$ cat src/sv/hrlp_pkg.sv
package hrlp_pkg;

    localparam int unsigned LINE_MAX      = 4095;
    localparam int unsigned VERSION_BYTES = 8;
    localparam int unsigned LEN_W         = 12;
    localparam int unsigned VPOS_W        = 4;

    localparam logic [LEN_W:0] LINE_CAP =
        (LINE_MAX > 4095) ? 13'd4095 : (LEN_W + 1)'(LINE_MAX);

    localparam logic [LEN_W-1:0] MAX_LINE_LEN_RESET = 12'd4095;

    localparam logic [7:0] CH_SPACE   = 8'h20;
    localparam logic [7:0] CH_PERCENT = 8'h25;
    localparam logic [7:0] CH_SLASH   = 8'h2F;
    localparam logic [7:0] CH_QMARK   = 8'h3F;
    localparam logic [7:0] CH_CR      = 8'h0D;
    localparam logic [7:0] CH_LF      = 8'h0A;

    localparam logic [VPOS_W-1:0] VPOS_MAJOR = 4'd5;
    localparam logic [VPOS_W-1:0] VPOS_MINOR = 4'd7;
    localparam logic [VPOS_W-1:0] VPOS_END   = 4'(VERSION_BYTES);

    localparam logic [1:0] ESC_IDLE   = 2'd0;
    localparam logic [1:0] ESC_FIRST  = 2'd1;
    localparam logic [1:0] ESC_SECOND = 2'd2;

    typedef logic [7:0] ver_pattern_t [VERSION_BYTES];

    localparam ver_pattern_t VER_PATTERN = '{
        8'h48, 8'h54, 8'h54, 8'h50, 8'h2F, 8'h30, 8'h2E, 8'h30
    };

    typedef enum logic [3:0] {
        PH_IDLE    = 4'd0,
        PH_METHOD  = 4'd1,
        PH_TSTART  = 4'd2,
        PH_PATH    = 4'd3,
        PH_QUERY   = 4'd4,
        PH_VERSION = 4'd5,
        PH_CR      = 4'd6,
        PH_LF      = 4'd7,
        PH_DONE    = 4'd8
    } phase_t;

    typedef enum logic [2:0] {
        ERR_NONE       = 3'd0,
        ERR_METHOD     = 3'd1,
        ERR_TARGET     = 3'd2,
        ERR_SEPARATOR  = 3'd3,
        ERR_VERSION    = 3'd4,
        ERR_TERMINATOR = 3'd5,
        ERR_LENGTH     = 3'd6
    } err_code_t;

    typedef struct packed {
        logic tchar;
        logic pchar;
        logic hex;
        logic digit;
    } char_class_t;

    typedef struct packed {
        logic             ok;
        err_code_t        err;
        logic [LEN_W-1:0] method_len;
        logic [LEN_W-1:0] path_bytes;
        logic [LEN_W-1:0] query_bytes;
        logic             query_present;
        logic [3:0]       major;
        logic [3:0]       minor;
        logic [LEN_W-1:0] line_len;
    } result_t;

endpackage

$ cat src/sv/hrlp_char_class.sv
module hrlp_char_class
(
    input  logic [7:0]           char_in,
    output hrlp_pkg::char_class_t cls
);

    import hrlp_pkg::*;

    logic alnum;

    always_comb
    begin
        alnum = char_in inside {[8'h30:8'h39], [8'h41:8'h5A], [8'h61:8'h7A]};

        cls.digit = char_in inside {[8'h30:8'h39]};
        cls.hex   = char_in inside {[8'h30:8'h39], [8'h41:8'h46], [8'h61:8'h66]};
        cls.tchar = alnum || (char_in inside {
            8'h21, 8'h23, 8'h24, 8'h25, 8'h26, 8'h27, 8'h2A, 8'h2B,
            8'h2D, 8'h2E, 8'h5E, 8'h5F, 8'h60, 8'h7C, 8'h7E});
        cls.pchar = alnum || (char_in inside {
            8'h2D, 8'h2E, 8'h5F, 8'h7E, 8'h21, 8'h24, 8'h26, 8'h27,
            8'h28, 8'h29, 8'h2A, 8'h2B, 8'h2C, 8'h3B, 8'h3D, 8'h3A, 8'h40});
    end

endmodule

$ cat src/sv/http_request_line_parser_core.sv
// Checks an HTTP request line fed one byte per transfer on the input
// channel (data_byte, first_byte, end_of_data). A byte with first_byte set
// starts a new line and drops any line in progress; other bytes that arrive
// with no line open are dropped silently. Each line gives at most one
// result on the output channel, none if it is dropped: on the LF of a valid
// line, at the first bad byte, when the line exceeds max_line_len, or on
// end_of_data before the line is complete.
// The block takes one byte per clock cycle while in_ready is high. A result
// is registered before it is presented on out_valid.
// The configuration channel writes max_line_len; cfg_ready is always high.
// The user must make writes only while the parser is idle; the block does not enforce it.
// Reset closes any open line, empties the output stage and sets
// max_line_len to 4095.
// When the receiver stalls, one result waits in the output register and a
// second one in a skid register; in_ready drops only while the skid
// register is occupied, so bytes that cause no result keep flowing until
// then.
module http_request_line_parser_core
(
    input  logic                       clk,
    input  logic                       rst_n,

    input  logic                       cfg_valid,
    output logic                       cfg_ready,
    input  logic [hrlp_pkg::LEN_W-1:0] cfg_data,

    input  logic                       in_valid,
    output logic                       in_ready,
    input  logic [7:0]                 data_byte,
    input  logic                       first_byte,
    input  logic                       end_of_data,

    output logic                       out_valid,
    input  logic                       out_ready,
    output logic                       line_ok,
    output logic [2:0]                 error_code,
    output logic [hrlp_pkg::LEN_W-1:0] method_len,
    output logic [hrlp_pkg::LEN_W-1:0] path_bytes,
    output logic [hrlp_pkg::LEN_W-1:0] query_bytes,
    output logic                       query_present,
    output logic [3:0]                 version_major,
    output logic [3:0]                 version_minor,
    output logic [hrlp_pkg::LEN_W-1:0] line_len
);

    import hrlp_pkg::*;

    logic [LEN_W-1:0]  max_line_len_reg;

    phase_t            phase_reg,        phase_next;
    logic [LEN_W-1:0]  byte_count_reg,   byte_count_next;
    logic [LEN_W-1:0]  method_count_reg, method_count_next;
    logic [LEN_W-1:0]  path_count_reg,   path_count_next;
    logic [LEN_W-1:0]  query_count_reg,  query_count_next;
    logic              query_seen_reg,   query_seen_next;
    logic [1:0]        escape_pos_reg,   escape_pos_next;
    logic [VPOS_W-1:0] version_pos_reg,  version_pos_next;
    logic [3:0]        major_digit_reg,  major_digit_next;
    logic [3:0]        minor_digit_reg,  minor_digit_next;

    result_t           out_reg,          out_next;
    logic              out_valid_reg,    out_valid_next;
    result_t           skid_reg,         skid_next;
    logic              skid_valid_reg,   skid_valid_next;

    char_class_t       cls;
    logic              accept;
    logic              out_fire;
    logic              line_open;
    phase_t            ph;
    logic [LEN_W-1:0]  pos;
    logic [LEN_W:0]    limit;
    logic              too_long;
    err_code_t         err;
    logic              done;
    logic              emit;
    result_t           res;

    hrlp_char_class u_char_class
    (
        .char_in (data_byte),
        .cls     (cls)
    );

    assign cfg_ready = 1'b1;
    assign in_ready  = !skid_valid_reg;
    assign accept    = in_valid && in_ready;
    assign out_fire  = out_valid_reg && out_ready;

    assign limit = ({1'b0, max_line_len_reg} < LINE_CAP) ? {1'b0, max_line_len_reg} : LINE_CAP;

    always_comb
    begin
        phase_next        = phase_reg;
        byte_count_next   = byte_count_reg;
        method_count_next = method_count_reg;
        path_count_next   = path_count_reg;
        query_count_next  = query_count_reg;
        query_seen_next   = query_seen_reg;
        escape_pos_next   = escape_pos_reg;
        version_pos_next  = version_pos_reg;
        major_digit_next  = major_digit_reg;
        minor_digit_next  = minor_digit_reg;

        line_open = (phase_reg != PH_IDLE) && (phase_reg != PH_DONE);
        ph        = first_byte ? PH_METHOD : phase_reg;
        pos       = first_byte ? '0 : byte_count_reg;
        too_long  = ({1'b0, pos} + 1'b1) > limit;
        err       = ERR_NONE;
        done      = 1'b0;
        emit      = 1'b0;

        if (accept && first_byte)
        begin
            phase_next        = PH_METHOD;
            byte_count_next   = '0;
            method_count_next = '0;
            path_count_next   = '0;
            query_count_next  = '0;
            query_seen_next   = 1'b0;
            escape_pos_next   = ESC_IDLE;
            version_pos_next  = '0;
            major_digit_next  = '0;
            minor_digit_next  = '0;
        end

        if (accept && (first_byte || line_open))
        begin
            if (too_long)
            begin
                err = ERR_LENGTH;
            end
            else
            begin
                byte_count_next = pos + 1'b1;
                case (ph)
                    PH_METHOD:
                    begin
                        if (cls.tchar)
                            method_count_next = method_count_next + 1'b1;
                        else if (method_count_next == '0)
                            err = ERR_METHOD;
                        else if (data_byte != CH_SPACE)
                            err = ERR_SEPARATOR;
                        else
                            phase_next = PH_TSTART;
                    end
                    PH_TSTART:
                    begin
                        if (data_byte != CH_SLASH)
                        begin
                            err = ERR_TARGET;
                        end
                        else
                        begin
                            path_count_next = 12'd1;
                            phase_next      = PH_PATH;
                        end
                    end
                    PH_PATH, PH_QUERY:
                    begin
                        if (escape_pos_reg != ESC_IDLE)
                        begin
                            if (!cls.hex)
                                err = ERR_TARGET;
                            else
                                escape_pos_next = (escape_pos_reg == ESC_FIRST) ?
                                                  ESC_SECOND : ESC_IDLE;
                        end
                        else if (data_byte == CH_SPACE)
                            phase_next = PH_VERSION;
                        else if (data_byte == CH_PERCENT)
                            escape_pos_next = ESC_FIRST;
                        else if (data_byte == CH_QMARK && ph == PH_PATH)
                        begin
                            query_seen_next = 1'b1;
                            phase_next      = PH_QUERY;
                        end
                        else if (!(cls.pchar || data_byte == CH_SLASH ||
                                   data_byte == CH_QMARK))
                            err = ERR_SEPARATOR;

                        // Every target byte except the separators adds to the count.
                        if (err == ERR_NONE && data_byte != CH_SPACE &&
                            !(data_byte == CH_QMARK && ph == PH_PATH) ||
                            err == ERR_NONE && escape_pos_reg != ESC_IDLE)
                        begin
                            if (query_seen_reg)
                                query_count_next = query_count_reg + 1'b1;
                            else
                                path_count_next = path_count_reg + 1'b1;
                        end
                    end
                    PH_VERSION:
                    begin
                        if (version_pos_reg >= VPOS_END)
                            err = ERR_VERSION;
                        else if (version_pos_reg == VPOS_MAJOR ||
                                 version_pos_reg == VPOS_MINOR)
                        begin
                            if (!cls.digit)
                                err = ERR_VERSION;
                            else if (version_pos_reg == VPOS_MAJOR)
                                major_digit_next = data_byte[3:0];
                            else
                                minor_digit_next = data_byte[3:0];
                        end
                        else if (data_byte != VER_PATTERN[version_pos_reg[2:0]])
                            err = ERR_VERSION;

                        if (err == ERR_NONE)
                        begin
                            version_pos_next = version_pos_reg + 1'b1;
                            if (version_pos_next == VPOS_END)
                                phase_next = PH_CR;
                        end
                    end
                    PH_CR:
                    begin
                        if (data_byte != CH_CR)
                            err = ERR_TERMINATOR;
                        else
                            phase_next = PH_LF;
                    end
                    PH_LF:
                    begin
                        if (data_byte != CH_LF)
                            err = ERR_TERMINATOR;
                        else
                            done = 1'b1;
                    end
                    default:
                    begin
                        err = ERR_LENGTH;
                    end
                endcase
            end

            emit = (err != ERR_NONE) || done || end_of_data;
            if (emit)
                phase_next = PH_DONE;
        end

        res.ok            = done && (err == ERR_NONE);
        res.err           = (err == ERR_NONE && !done) ? ERR_LENGTH : err;
        res.method_len    = method_count_next;
        res.path_bytes    = path_count_next;
        res.query_bytes   = query_count_next;
        res.query_present = query_seen_next;
        res.major         = major_digit_next;
        res.minor         = minor_digit_next;
        res.line_len      = (err != ERR_NONE) ? pos : byte_count_next;
    end

    always_comb
    begin
        out_next        = out_reg;
        out_valid_next  = out_valid_reg;
        skid_next       = skid_reg;
        skid_valid_next = skid_valid_reg;

        if (skid_valid_reg)
        begin
            if (out_fire)
            begin
                out_next        = skid_reg;
                skid_valid_next = 1'b0;
            end
        end
        else if (emit)
        begin
            if (!out_valid_reg || out_fire)
            begin
                out_next       = res;
                out_valid_next = 1'b1;
            end
            else
            begin
                skid_next       = res;
                skid_valid_next = 1'b1;
            end
        end
        else if (out_fire)
        begin
            out_valid_next = 1'b0;
        end
    end

    always_ff @(posedge clk or negedge rst_n)
    begin
        if (!rst_n)
        begin
            max_line_len_reg <= MAX_LINE_LEN_RESET;
            phase_reg        <= PH_IDLE;
            byte_count_reg   <= '0;
            method_count_reg <= '0;
            path_count_reg   <= '0;
            query_count_reg  <= '0;
            query_seen_reg   <= 1'b0;
            escape_pos_reg   <= ESC_IDLE;
            version_pos_reg  <= '0;
            major_digit_reg  <= '0;
            minor_digit_reg  <= '0;
            out_valid_reg    <= 1'b0;
            skid_valid_reg   <= 1'b0;
        end
        else
        begin
            if (cfg_valid && cfg_ready)
                max_line_len_reg <= cfg_data;
            phase_reg        <= phase_next;
            byte_count_reg   <= byte_count_next;
            method_count_reg <= method_count_next;
            path_count_reg   <= path_count_next;
            query_count_reg  <= query_count_next;
            query_seen_reg   <= query_seen_next;
            escape_pos_reg   <= escape_pos_next;
            version_pos_reg  <= version_pos_next;
            major_digit_reg  <= major_digit_next;
            minor_digit_reg  <= minor_digit_next;
            out_valid_reg    <= out_valid_next;
            skid_valid_reg   <= skid_valid_next;
        end
    end

    always_ff @(posedge clk)
    begin
        out_reg  <= out_next;
        skid_reg <= skid_next;
    end

    assign out_valid     = out_valid_reg;
    assign line_ok       = out_reg.ok;
    assign error_code    = out_reg.err;
    assign method_len    = out_reg.method_len;
    assign path_bytes    = out_reg.path_bytes;
    assign query_bytes   = out_reg.query_bytes;
    assign query_present = out_reg.query_present;
    assign version_major = out_reg.major;
    assign version_minor = out_reg.minor;
    assign line_len      = out_reg.line_len;

`ifndef SYNTHESIS
    a_skid_behind_out: assert property (@(posedge clk) disable iff (!rst_n)
        skid_valid_reg |-> out_valid_reg)
        else $error("Skid register holds a result while the output register is empty.");

    a_ok_has_no_error: assert property (@(posedge clk) disable iff (!rst_n)
        (out_valid_reg && out_reg.ok) |-> (out_reg.err == ERR_NONE))
        else $error("A valid line reports an error code.");

    a_ok_has_method: assert property (@(posedge clk) disable iff (!rst_n)
        (out_valid_reg && out_reg.ok) |-> (out_reg.method_len != '0 &&
                                           out_reg.path_bytes != '0))
        else $error("A valid line reports an empty method or path.");

    a_query_needs_mark: assert property (@(posedge clk) disable iff (!rst_n)
        (out_valid_reg && !out_reg.query_present) |-> (out_reg.query_bytes == '0))
        else $error("Query bytes counted without a question mark.");

    a_result_closes_line: assert property (@(posedge clk) disable iff (!rst_n)
        emit |=> (phase_reg == PH_DONE))
        else $error("Parser did not close the line after giving a result.");
`endif

endmodule

$ cat config.mk
export PLATFORM = sky130hd
export DESIGN_NAME = http_request_line_parser_core
export DESIGN_NICKNAME = d
export VERILOG_FILES = /design/src/sv/hrlp_pkg.sv /design/src/sv/hrlp_char_class.sv /design/src/sv/http_request_line_parser_core.sv
export SDC_FILE = /design/constraint.sdc
export NUM_CORES = 1
export LEC_CHECK = 0
export ABC_AREA = 1
export BUFFER_PORTS_ARGS = -buffer_cell sky130_fd_sc_hd__buf_4
export CORE_MARGIN = 2
export CORE_UTILIZATION = 58
export DETAILED_ROUTE_END_ITERATION = 10
export GPL_TIMING_DRIVEN = 0
export PLACE_DENSITY = 0.78
export SETUP_SLACK_MARGIN = 0.1
export SYNTH_ARGS = -nofsm -noshare
export SYNTH_HDL_FRONTEND = slang
export SYNTH_SLANG_ARGS = --single-unit
export TNS_END_PERCENT = 100
$ cat constraint.sdc
create_clock -name clk -period 8.1 [get_ports clk]
set_clock_uncertainty 0.2 [all_clocks]
set_input_delay 1.62 -clock clk [delete_from_list [all_inputs] [get_ports clk]]
set_output_delay 1.62 -clock clk [all_outputs]
set_load 0.01 [all_outputs]
==> results.md <==
* Status: complete, no violations
* Initial core utilization at 59.0%
* Register area share after synthesis at 51.7%
* Cells after synthesis at between 1000 and 1500
* Clock power frac at between 30% and 40%
* Initial detailed-routing violation count at around 860
* CTS root buffer: clkbuf_16
* Final Max Tran Viols at 0
* Die X at 142 um
* CTS Sinks at between 200 and 250
* Routed WL per cell at 15.9 um
* Final period util at ~75%
* R2R Setup Slk at 3090 ps
* CP Buf/Inv Count at 6
* Worst slack at placement at 1530 ps
* Reg2reg path depth at 22
* # DRC at 0
* Vias at between 9000 and 10000
* Placed cell areas at between 10000 and 15000 um2
* Area Overhead vs Synth at 16.2%
* Final wirelength at ~27 mm
* Met2 WL post-DR at between 10 and 15 mm
* Cell Int Power at 2.15 mW
* CTS tree: built
* Worst Tran Pin Value at about 1100 ps
* Clock transition at the registers of the reported paths at around 60 ps
* Kind of cell adding the most delay to the critical path: simple AND/OR/NAND/NOR gates
* Vias in the first global route at 8957
* # setup viols final at 0
* CTS H-tree lvls at 1
* Logic pwr share at 24.0%
* Fin nets at approximately 1500
* Leak Pwr at around 6.0 nW
* Unrepaired setup endpoints after global routing: no
* Initial antenna violation count at 0
* Most common cell after layout, fill and taps aside: nand2_1
* Max-cap viol count at 0
* Synthesized area per cell at just over 8 um2
* Relative slew slack at around a quarter
* Gr ovfl total at 0
* Clock Path Buffers at 3
* Post-DP HPWL at 19.2 mm
* R2r endpoint: skid_reg[36]
* M1 wire length at about 12 mm
* Placed insts at roughly 1700
* Clock latency on the worst-skew pair at 510 ps
* Die Span Y at 142 um
* Placer Congestion at around 0.9
* Syn Nets at between 1000 and 1500
* Total iterations of the first detailed-routing run at 6
* Hold Path Cell Cnt at 1
* CP Data Arrival Time at between 6000 and 7000 ps
* Die area at a little over 20000 um2
* Top cells by area, synth: edfxtp_1 33%, dfrtp_1 16%, nand2_1 15%
* Via density at ~5.5
* Seq pwr share at approximately 44%
* Yosys warns at 0
* Power Density at 239 nW/um2
* Fin util at just under 70%
* Commonest cells after routing, fill and taps aside: 452 x nand2_1, 147 x nand3_1, 136 x inv_1, 122 x edfxtp_1, 93 x buf_4
* Setup TNS at 0 ps
* Slowest CP cell: nor2_4
* Switching part of the total at 29.8%
* CP required at just over 8000 ps
* Tot GR Track Use at about 27%
* Max incr delay on CP at between 400 and 500 ps
* Core ar. at around 19000 um2
* Final Hold Fails at 0
* ANT nets after route at 0
* IO Count at 91
* Max Freq at between 0.15 and 0.2 GHz
* Final WS setup at slightly above 2000 ps
* Flops & latches, synth at between 200 and 250
* Fin cells at about 1700
* CTS Hold Bufs at 0
* Row cnt at 50
* Psw at 916 uW
* Metal3 WL at 1.70 mm
* Critical Path End Type: register
* Cell variety after synth at 54
* Post-route cell area at 12800 um2
* Hold Path Class: reg -> reg
* First-pass GRT wire length at approximately 44 mm
* Share of layout cells above drive strength 1 at roughly 14%
* Largest area contributor in the netlist: edfxtp_1
* PortBufs at 89
* Worst Hold Margin at approximately 290 ps
* Max layer used: met4
* Worst Hold End: escape_pos_reg[1]
* # diodes at 0
* Crit path launch type: input pin
* Max reg flops at approximately 60
* CP cell instances: buf_4 -> buf_2 -> nor2_1 -> ha_1 -> nand3_1 -> nor2_2 -> nand2_1 -> nor3_1 -> xor2_1 -> inv_1 -> ha_1 -> a21oi_1 -> o211ai_1 -> nor2_1 -> nand2_1 -> nand2_2 -> buf_2 -> nand3_1 -> nand3_1 -> nand2_1 -> nor2_4 -> buf_12 -> buf_16
* Top-area cell type share of the netlist area at between 30% and 40%
* Hold path start: escape_pos_reg[1]
* Fin crit period at 6090 ps
* CTS Buf Count at 21
* Pwr Total at between 3 and 4 mW
* Reg2reg start: byte_count_reg[0]
* Largest net degree at the start of global routing at just over 80
* Worst Path Max Fanout at 29
* Post-CTS sizing at 0
* Worst VDD drop at ~0.00016 V
* WS Path Type: in -> reg
* Post-synthesis cell area at approximately 11000 um2
* Setup bufs post-CTS at 0
## logic make-up after synthesis
family | after synthesis | synth area share [%]
compound gates | 123 | 6.41
xor+xnor | 22 | 1.75
fa+ha+maj | 21 | 2.38
buf+inv | 198 | 7.15
flops | 203 | 51.7
mux | 2 | 0.204
other cells | 1 | 0.0340
simple gates | 773 | 30.4
## power groups by stage
| stage | Sequential [mW] | Combinational (mW) | Clock [mW] |
|---|---|---|---|
| after detailed placement | 1.36 | 0.729 | 0 |
| after global routing | 1.35 | 0.814 | 1.05 |
| final | 1.34 | 0.735 | 0.995 |
| after CTS | 1.34 | 0.735 | 1.01 |
| after global placement | 1.37 | 0.684 | 0 |
| after floorplan | 1.41 | 0.374 | 0 |
## layout make-up
class                   instances  area (um2)
multi-input cells             942        4560
repair buffers                 93         763
well taps                     234         293
fillers                      1495        5880
flip-flops and latches        203        5710
clock inverters                10         138
plain buffers                  45         215
clock buffers                  28         572
inverters                     153         574
## worst max path at each step
stage | from | endpoint | slack [ps] | cells after the start
2_1_floorplan | first_byte | error_code[0] | 330 | 20
3_3_place_gp | first_byte | method_len[5] | -1850 | 21
3_5_place_dp | first_byte | skid_reg[6] | 1530 | 23
4_1_cts | first_byte | skid_reg[36] | 2050 | 23
5_1_grt | first_byte | skid_reg[36] | 1650 | 23
6_report | first_byte | skid_reg[36] | 2010 | 23
## per-layer routing
metal  vias to the layer above  global-route usage [%]
met5                         -                       0
met3                        68                    2.99
met4                         0                    9.58
li1                       4640                       -
met2                       365                    44.5
met1                      4336                    38.5
## worst register-to-register path, delay by kind of cell (launching register included)
kind	cells	cell delay [ps]
fa+ha+maj	2	590
flops	1	350
buf+inv	5	860
simple gates	12	2280
xor+xnor	1	170
compound gates	2	240
## Yosys cell counts, drive strengths merged
cell and count:
conb 1, nand4 16, clkbuf 16, inv 152
edfxtp 122, or2 2, o31ai 3, a31oi 2
dfstp 12, o21a 5, nand2 460, o311ai 1
a21boi 1, o21bai 1, o21ai 69, mux2 2
nor3 18, nand3b 4, nand3 150, a21oi 24
buf 29, a32o 1, o22ai 8, and2 16
o41ai 1, nor4 3, dfrtp 69, xor2 14
a22oi 1, ha 21, xnor2 8, nor2 104
clkinv 1, o22a 1, o211ai 5
Power figures use the tool's default switching activity.
